==> src/rtl/dqpe_pkg.sv <==
// shared types and constants for the positional-edit deque
package dqpe_pkg;

  localparam int unsigned DepthDefault      = 64;
  localparam int unsigned HandleBitsDefault = 16;

  localparam int unsigned KindW   = 4;
  localparam int unsigned ValueW  = 16;
  localparam int unsigned PosW    = 6;
  localparam int unsigned RunW    = 7;
  localparam int unsigned StatusW = 2;
  localparam int unsigned CountW  = 7;

  typedef enum logic [KindW-1:0] {
    KIND_PUSH_FRONT  = 4'd0,
    KIND_PUSH_BACK   = 4'd1,
    KIND_INSERT_AT   = 4'd2,
    KIND_POP_FRONT   = 4'd3,
    KIND_POP_BACK    = 4'd4,
    KIND_REMOVE_AT   = 4'd5,
    KIND_ROTATE      = 4'd6,
    KIND_REV_FIRST   = 4'd7,
    KIND_REV_LAST    = 4'd8
  } kind_e;

  typedef enum logic [StatusW-1:0] {
    STATUS_OK    = 2'd0,
    STATUS_EMPTY = 2'd1,
    STATUS_FULL  = 2'd2,
    STATUS_BADRV = 2'd3
  } status_e;

  // sequencer states
  typedef enum logic [2:0] {
    ST_IDLE,
    ST_RD,
    ST_WAIT,
    ST_WA,
    ST_WB,
    ST_FIN
  } state_e;

endpackage

==> src/rtl/deque_with_positional_edits_core.sv <==
// deque of handles in a circular memory with positional insert, remove and reversal
//
// Usage: raise start while busy is low; the request is taken at that edge and
// exactly one result follows with done_o high for a single cycle; it cannot be
// stalled. done_o is high in the first cycle after busy falls.
// Insert and remove move one entry at a time: a read, then a write of the value
// read. A reversal of N swaps floor(N/2) pairs (two reads, two writes each).
// The longest requests are a remove at the front and a full reversal.
// The memory has one read port with registered data and one write port.
// Entries are only read within the held range, so the memory needs no clearing.
module deque_with_positional_edits_core #(
  parameter int unsigned DEPTH       = dqpe_pkg::DepthDefault,
  parameter int unsigned HANDLE_BITS = dqpe_pkg::HandleBitsDefault
) (
  input  logic                         clk_i,
  input  logic                         rst_ni,
  input  logic                         start,
  output logic                         busy,
  input  logic [dqpe_pkg::KindW-1:0]   kind_i,
  input  logic [dqpe_pkg::ValueW-1:0]  entry_value_i,
  input  logic [dqpe_pkg::PosW-1:0]    position_i,
  input  logic [dqpe_pkg::RunW-1:0]    run_length_i,
  output logic                         done_o,
  output logic [dqpe_pkg::StatusW-1:0] status_o,
  output logic [dqpe_pkg::ValueW-1:0]  result_value_o,
  output logic [dqpe_pkg::CountW-1:0]  entry_count_o
);

  localparam int unsigned AW = $clog2(DEPTH);
  localparam int unsigned CW = $clog2(DEPTH + 1);
  localparam int unsigned HW = HANDLE_BITS;
  localparam int unsigned EW = (CW > dqpe_pkg::RunW) ? CW : dqpe_pkg::RunW;

  // memory
  logic [HW-1:0] mem [DEPTH];
  logic          we;
  logic [AW-1:0] waddr, raddr;
  logic [HW-1:0] wdata, rdata_q;

  always_ff @(posedge clk_i) begin
    if (we) begin
      mem[waddr] <= wdata;
    end
    rdata_q <= mem[raddr];
  end

  // control state
  dqpe_pkg::state_e state_q, state_d;
  logic [CW-1:0] count_q, count_d;
  logic [AW-1:0] head_q, head_d;
  logic [CW-1:0] lo_q, lo_d, hi_q, hi_d;
  logic [dqpe_pkg::KindW-1:0] kind_q, kind_d;
  logic [HW-1:0] val_q, val_d, tmp_q, tmp_d;
  logic [dqpe_pkg::StatusW-1:0] st_q, st_d;
  logic [HW-1:0] res_q, res_d;
  logic done_q, done_d;

  // logical index to slot, wrap at depth
  function automatic logic [AW-1:0] slot(input logic [AW-1:0] h, input logic [CW-1:0] i);
    logic [CW:0] s;
    begin
      s = {{(CW+1-AW){1'b0}}, h} + {1'b0, i};
      if (s >= (CW+1)'(DEPTH)) s = s - (CW+1)'(DEPTH);
      slot = s[AW-1:0];
    end
  endfunction

  // request fields and count at a common width for the range checks
  logic [EW-1:0] pos_w, run_w, cnt_w;
  assign pos_w = EW'(position_i);
  assign run_w = EW'(run_length_i);
  assign cnt_w = EW'(count_q);

  assign busy = (state_q != dqpe_pkg::ST_IDLE);

  // next state and datapath
  always_comb begin
    state_d = state_q; count_d = count_q; head_d = head_q;
    lo_d = lo_q; hi_d = hi_q; kind_d = kind_q; val_d = val_q; tmp_d = tmp_q;
    st_d = st_q; res_d = res_q; done_d = 1'b0;
    we = 1'b0; waddr = '0; wdata = '0; raddr = '0;
    unique case (state_q)
      dqpe_pkg::ST_IDLE: begin
        if (start) begin
          kind_d = kind_i; val_d = HW'(entry_value_i);
          st_d = dqpe_pkg::STATUS_OK; res_d = '0;
          state_d = dqpe_pkg::ST_FIN;
          unique case (kind_i)
            dqpe_pkg::KIND_PUSH_FRONT, dqpe_pkg::KIND_PUSH_BACK,
            dqpe_pkg::KIND_INSERT_AT: begin
              if (count_q >= CW'(DEPTH)) st_d = dqpe_pkg::STATUS_FULL;
              else begin
                // walk from back to position: hi=dest index, lo=target
                hi_d = count_q;
                if (kind_i == dqpe_pkg::KIND_PUSH_FRONT) begin
                  head_d = slot(head_q, CW'(DEPTH - 1));
                  lo_d = '0; hi_d = '0;
                end else if (kind_i == dqpe_pkg::KIND_PUSH_BACK) lo_d = count_q;
                else lo_d = (pos_w > cnt_w) ? count_q : CW'(position_i);
                count_d = count_q + 1'b1;
                state_d = dqpe_pkg::ST_RD;
              end
            end
            dqpe_pkg::KIND_POP_FRONT, dqpe_pkg::KIND_POP_BACK,
            dqpe_pkg::KIND_REMOVE_AT, dqpe_pkg::KIND_ROTATE: begin
              if (count_q == '0) st_d = dqpe_pkg::STATUS_EMPTY;
              else begin
                hi_d = count_q - 1'b1;
                if (kind_i == dqpe_pkg::KIND_POP_BACK) lo_d = count_q - 1'b1;
                else if (kind_i == dqpe_pkg::KIND_REMOVE_AT)
                  lo_d = (pos_w >= cnt_w) ? count_q - 1'b1 : CW'(position_i);
                else lo_d = '0;
                state_d = dqpe_pkg::ST_RD;
              end
            end
            dqpe_pkg::KIND_REV_FIRST, dqpe_pkg::KIND_REV_LAST: begin
              if (run_w == '0 || run_w > cnt_w) st_d = dqpe_pkg::STATUS_BADRV;
              else begin
                if (kind_i == dqpe_pkg::KIND_REV_FIRST) begin
                  lo_d = '0; hi_d = CW'(run_length_i) - 1'b1;
                end else begin
                  lo_d = count_q - CW'(run_length_i); hi_d = count_q - 1'b1;
                end
                state_d = dqpe_pkg::ST_RD;
              end
            end
            default: ;
          endcase
        end
      end
      dqpe_pkg::ST_RD: begin
        priority if (kind_q <= dqpe_pkg::KIND_INSERT_AT) begin
          // insert: shift entry hi-1 to hi until hi reaches lo
          if (hi_q == lo_q) begin
            we = 1'b1; waddr = slot(head_q, lo_q); wdata = val_q;
            state_d = dqpe_pkg::ST_FIN;
          end else begin
            raddr = slot(head_q, hi_q - 1'b1);
            state_d = dqpe_pkg::ST_WAIT;
          end
        end else if (kind_q <= dqpe_pkg::KIND_ROTATE) begin
          // removal family: read the target first; pop front and rotate then finish, the others shift down
          raddr = slot(head_q, lo_q);
          state_d = dqpe_pkg::ST_WAIT;
        end else begin
          if (lo_q >= hi_q) state_d = dqpe_pkg::ST_FIN;
          else begin
            raddr = slot(head_q, lo_q);
            state_d = dqpe_pkg::ST_WAIT;
          end
        end
      end
      dqpe_pkg::ST_WAIT: begin
        priority if (kind_q <= dqpe_pkg::KIND_INSERT_AT) begin
          we = 1'b1; waddr = slot(head_q, hi_q); wdata = rdata_q;
          hi_d = hi_q - 1'b1;
          state_d = dqpe_pkg::ST_RD;
        end else if (kind_q <= dqpe_pkg::KIND_ROTATE) begin
          res_d = rdata_q;
          if (kind_q == dqpe_pkg::KIND_POP_FRONT) begin
            head_d = slot(head_q, CW'(1)); count_d = count_q - 1'b1;
            state_d = dqpe_pkg::ST_FIN;
          end else if (kind_q == dqpe_pkg::KIND_ROTATE) begin
            we = 1'b1; waddr = slot(head_q, count_q); wdata = rdata_q;
            head_d = slot(head_q, CW'(1));
            state_d = dqpe_pkg::ST_FIN;
          end else begin
            count_d = count_q - 1'b1;
            state_d = dqpe_pkg::ST_WA;
          end
        end else begin
          // hold low entry, fetch high entry
          tmp_d = rdata_q;
          raddr = slot(head_q, hi_q);
          state_d = dqpe_pkg::ST_WA;
        end
      end
      dqpe_pkg::ST_WA: begin
        if (kind_q >= dqpe_pkg::KIND_REV_FIRST) begin
          we = 1'b1; waddr = slot(head_q, lo_q); wdata = rdata_q;
          state_d = dqpe_pkg::ST_WB;
        end else begin
          // shift down: entry lo+1 into lo while lo < hi
          if (lo_q >= hi_q) state_d = dqpe_pkg::ST_FIN;
          else begin
            raddr = slot(head_q, lo_q + 1'b1);
            state_d = dqpe_pkg::ST_WB;
          end
        end
      end
      dqpe_pkg::ST_WB: begin
        if (kind_q >= dqpe_pkg::KIND_REV_FIRST) begin
          we = 1'b1; waddr = slot(head_q, hi_q); wdata = tmp_q;
          lo_d = lo_q + 1'b1; hi_d = hi_q - 1'b1;
          state_d = dqpe_pkg::ST_RD;
        end else begin
          we = 1'b1; waddr = slot(head_q, lo_q); wdata = rdata_q;
          lo_d = lo_q + 1'b1;
          state_d = dqpe_pkg::ST_WA;
        end
      end
      dqpe_pkg::ST_FIN: begin
        done_d = 1'b1;
        state_d = dqpe_pkg::ST_IDLE;
      end
      default: state_d = dqpe_pkg::ST_IDLE;
    endcase
  end

  always_ff @(posedge clk_i or negedge rst_ni) begin
    if (!rst_ni) begin
      state_q <= dqpe_pkg::ST_IDLE;
      count_q <= '0;
      head_q  <= '0;
      done_q  <= 1'b0;
    end else begin
      state_q <= state_d;
      count_q <= count_d;
      head_q  <= head_d;
      done_q  <= done_d;
    end
  end

  always_ff @(posedge clk_i) begin
    lo_q <= lo_d; hi_q <= hi_d; kind_q <= kind_d; val_q <= val_d;
    tmp_q <= tmp_d; st_q <= st_d; res_q <= res_d;
  end

  // result ports
  assign done_o         = done_q;
  assign status_o       = st_q;
  assign result_value_o = dqpe_pkg::ValueW'(res_q);
  assign entry_count_o  = dqpe_pkg::CountW'(count_q);

`ifndef NO_ASSERTIONS
  a_cnt_max: assert property (@(posedge clk_i) disable iff (!rst_ni)
    count_q <= CW'(DEPTH)) else $error("count above depth");
  a_done_one: assert property (@(posedge clk_i) disable iff (!rst_ni)
    done_o |=> !done_o) else $error("result held two cycles");
  a_idle_cnt: assert property (@(posedge clk_i) disable iff (!rst_ni)
    !busy |=> (count_q == $past(count_q)) || $past(start)) else $error("count moved idle");
`endif

endmodule

==> config.mk <==
export PLATFORM = sky130hd
export DESIGN_NAME = deque_with_positional_edits_core
export DESIGN_NICKNAME = d
export VERILOG_FILES = /design/src/rtl/dqpe_pkg.sv /design/src/rtl/deque_with_positional_edits_core.sv
export SDC_FILE = /design/constraint.sdc
export NUM_CORES = 2
export LEC_CHECK = 0
export BUFFER_PORTS_ARGS = -buffer_cell sky130_fd_sc_hd__buf_4
export CAP_MARGIN = 20
export CORE_AREA = 2 2 308 310
export DETAILED_ROUTE_END_ITERATION = 10
export DIE_AREA = 0 0 310 312
export PLACE_DENSITY = 0.72
export SLEW_MARGIN = 5
export SYNTH_ARGS = -nofsm -noshare
export SYNTH_HDL_FRONTEND = slang
export SYNTH_SLANG_ARGS = --single-unit
==> constraint.sdc <==
create_clock -name clk_i -period 6.94 [get_ports clk_i]
set_clock_uncertainty 0.1 [all_clocks]
set_input_delay 0.694 -clock clk_i [delete_from_list [all_inputs] [get_ports clk_i]]
set_output_delay 0.694 -clock clk_i [all_outputs]
set_load 0.005 [all_outputs]
==> impl_metrics.csv <==
group,metric,value,unit
detailed_routing,drt_iter0_markers,3494,
synth,synth_compound_area_frac,0.0782,
synth,synth_edf_count,1092,
worst_setup_path,worstPathArrival,5780,ps
die,dieWidth,310,µm
power_and_ir_drop,p_per_area,513,mW/mm²
timing,rsz0062_at_grt,"false",
synth,syn_inst,2774,
synth,synth_top_family_by_area,"multiplexers",
synth,synth-seq-cells,1125,
global_route,grt_pass1_vias,26137,
clocking,clock-sinks,1125,
worst_setup_path,cp.required,7330,ps
detailed_routing,wire_per_inst,28.2,µm
final_layout,nNetsFinal,3044,
worst_setup_path,crit_start,"lo_q[0]",
synth,synth.top_cells.by_area,"edfxtp_1, mux2i_1, o22ai_1",
synth,avgSynthCellArea,16.7,µm²
worst_setup_path,path_class,"reg2reg",
clocking,cts-root-buf,"clkbuf_16",
die,die_h,312,µm
place,dpl.cell_count,4080,
place,place_ws,1770,ps
detailed_routing,drcViolationCount,0,
synth,synth_most_common_cell,"edfxtp_1",
global_route,grt_usage,0.248,
detailed_routing,wl,121000,µm
synth,ys_async_sr_fraction,0.0151,
detailed_routing,ant_nets,0,
timing,layout_setup_ws,1540,ps
global_route,antenna_found_initial,4,
power_and_ir_drop,combinationalPowerShare,0.445,
power_and_ir_drop,ir_worst_vdd,0.000671,V
timing,final_hold_viol_count,0,
timing,fmax,0.185,GHz
clocking,cts_buffers,110,
synth,yosys.area_share.adder,0.0177,
detailed_routing,dr.pass1.iters,8,
final_layout,n_antenna_cell,0,
synth,yosys.area_share.simple,0.0301,
die,rows,112,
timing,finalSetupViolations,0,
power_and_ir_drop,power_frac_clock,0.226,
power_and_ir_drop,p_leak,18.1,nW
clocking,cts_buffer_depth,3,
worst_setup_path,setup.worst_path.end_class,"flop",
timing,min_period,5400,ps
die,initial_utilization,0.497,
timing,relSlewSlack,0.239,
die,core-area,0.0930,mm²
synth,syn_nets,2871,
clocking,insertion_delay,710,ps
final_layout,nFillCells,7110,
detailed_routing,vias_per_cell,6.18,
die,ioPinCount,63,
final_layout,fin_cells,4293,
synth,ys_seq_area_frac,0.726,
synth,syn_area,0.0462,mm²
final_layout,area_delta_synth_final,13.4,%
die,dieArea,0.0967,mm²
power_and_ir_drop,intPower,0.0164,W
worst_setup_path,reg2reg_from,"lo_q[0]",
worst_hold_path,hold_path_class,"in2reg",
timing,slew_violations,0,
clocking,cts_max_level,3,
synth,synth_area_leader_cell,"edfxtp_1",
place,dp_hpwl,75700,µm
global_route,grt_pass1_wl,176000,µm
job,cap_violations,0,
worst_setup_path,cp-start-kind,"flop",
place,portBuffers,62,
synth,netlist.area_leader.share,0.710,
clocking,clkTransAtPathRegs,70,ps
synth,ys_top_cells_by_count,"edfxtp_1, mux2i_1, o22ai_1, nor2_1, inv_1",
global_route,grt-ovfl-total,0,
timing,tightestPinTransition,1130,ps
power_and_ir_drop,seqPwrFrac,0.329,
timing,tns,0,ps
synth,synth_xor_xnor_area_share,0.0106,
clocking,cts_tree,"yes",
power_and_ir_drop,switching_share,0.388,
synth,synth_cell_type_count,76,
worst_hold_path,hold_path.startpoint,"entry_value_i[1]",
outcome,status,"finished, final reports clean",
detailed_routing,vias,26517,
final_layout,multiInputGateArea,0.0116,mm²
global_route,grt_max_degree,87,
synth,ys.flop_type,"edfxtp_1",
worst_setup_path,path_max_fanout,44,
final_layout,final_layout_size_suffix_gt1_frac,0.134,
power_and_ir_drop,switchingPower,0.0104,W
timing,post-route-period-util,0.778,
synth,muxShareOfSynthArea,0.113,
final_layout,ff_latch_area,0.0335,mm²
place,place_congestion,0.909,
synth,yosysWarningCount,0,
==> cells in the final DEF, fill, tap and decap left out, drive strengths merged, types with 6 or more instances in the layout <==
master,n
dfxtp,16
clkinv,39
a21oi,56
and3,6
nand2,41
o41ai,48
a211oi,8
a21o,10
and2,19
o21bai,6
bufinv,13
nand3,24
o41a,16
nor3,20
dfrtp,17
buf,197
o21ai,25
o211ai,6
xor2,17
edfxtp,1092
inv,68
nor2,121
ha,54
clkbuf,148
nand4,10
o21a,13
nand4b,6
a222oi,20
or3,6
fa,7
nand2b,6
xnor2,39
mux2i,521
o22ai,268
a31oi,8
==> metrics by stage <==
stage               utilization  hold slack (ps)  total power, W  instance area, µm²
CTS                       0.562             35.9          0.0267               52300
detailed placement        0.522              373          0.0207               48500
global placement          0.521              370          0.0205               48500
global route              0.563             36.9          0.0278               52400
finish                    0.563             67.9          0.0269               52400
floorplan                     -              298          0.0173               46200
==> repair_timing <==
item                                   4_1_cts  5_1_grt
hold buffers                                 1        0
resized for setup                            0        0
endpoints found under the hold margin       17        0
setup buffers                                0        0
==> power by group through the flow <==
stage | combinational [W] | sequential (W) | clock, W
2_1_floorplan | 0.00849 | 0.00877 | 0
3_3_place_gp | 0.0115 | 0.00897 | 0
3_5_place_dp | 0.0117 | 0.00899 | 0
4_1_cts | 0.0118 | 0.00885 | 0.00613
5_1_grt | 0.0125 | 0.00886 | 0.00640
6_report | 0.0120 | 0.00884 | 0.00607
==> worst max-delay path: stages (launching register included) <==
cell      delay, ps
edfxtp_1        470
inv_1           100
ha_1            320
nand2b_1        150
a211o_1         330
a211oi_4        520
o211ai_2        230
o21ai_4         690
buf_12          360
mux2i_1         250
o22ai_1         180
o41ai_1        1070
nand4b_1        340
==> routing by layer <==
metal	track usage	up-vias	wire [µm]
li1	-	11474	-
met1	0.338	13475	47800
met2	0.395	1335	57600
met3	0.0536	231	11300
met4	0.0895	2	4580
met5	0	-	13
==> logic make-up (layout without fill, tap and decap cells) <==
group | Yosys count | after routing
flip-flops | 1125 | 1125
multiplexers | 523 | 523
AO/OA/AOI/OAI | 521 | 521
AND/OR/NAND/NOR | 285 | 285
buffers and inverters | 203 | 468
adder cells (fa/ha/maj) | 61 | 61
XOR/XNOR | 56 | 56
==> final timing paths <==
kind                               endpoint  cells after the start  slack [ps]
max in group asynchronous         head_q[2]                      2        6200
hold / removal                     val_q[1]                      1          70
hold reg to reg                    tmp_q[6]                      0         390
setup / recovery                rdata_q[12]                     12        1540
setup reg to reg                rdata_q[12]                     12        1540
min in group asynchronous  entry_count_o[1]                      2         320
==> cell type report <==
type                       instances  share of cell area
sequential                      1125               0.640
multi-input combinational       1446               0.222
clock buffer                     147              0.0571
timing repair buffer             199              0.0329
tap                             1254              0.0299
clock inverter                    57              0.0138
inverter                          65             0.00465
==> state kept, by name, summed over array words and instances (netlist names), 6 cells and up <==
| name | cells |
|---|---|
| hi_q | 7 |
| tmp_q | 16 |
| entry_count_o | 7 |
| rdata_q | 16 |
| mem | 1024 |
| val_q | 16 |
| lo_q | 7 |
| head_q | 6 |
| result_value_o | 16 |
Power figures use the tool's default switching activity.
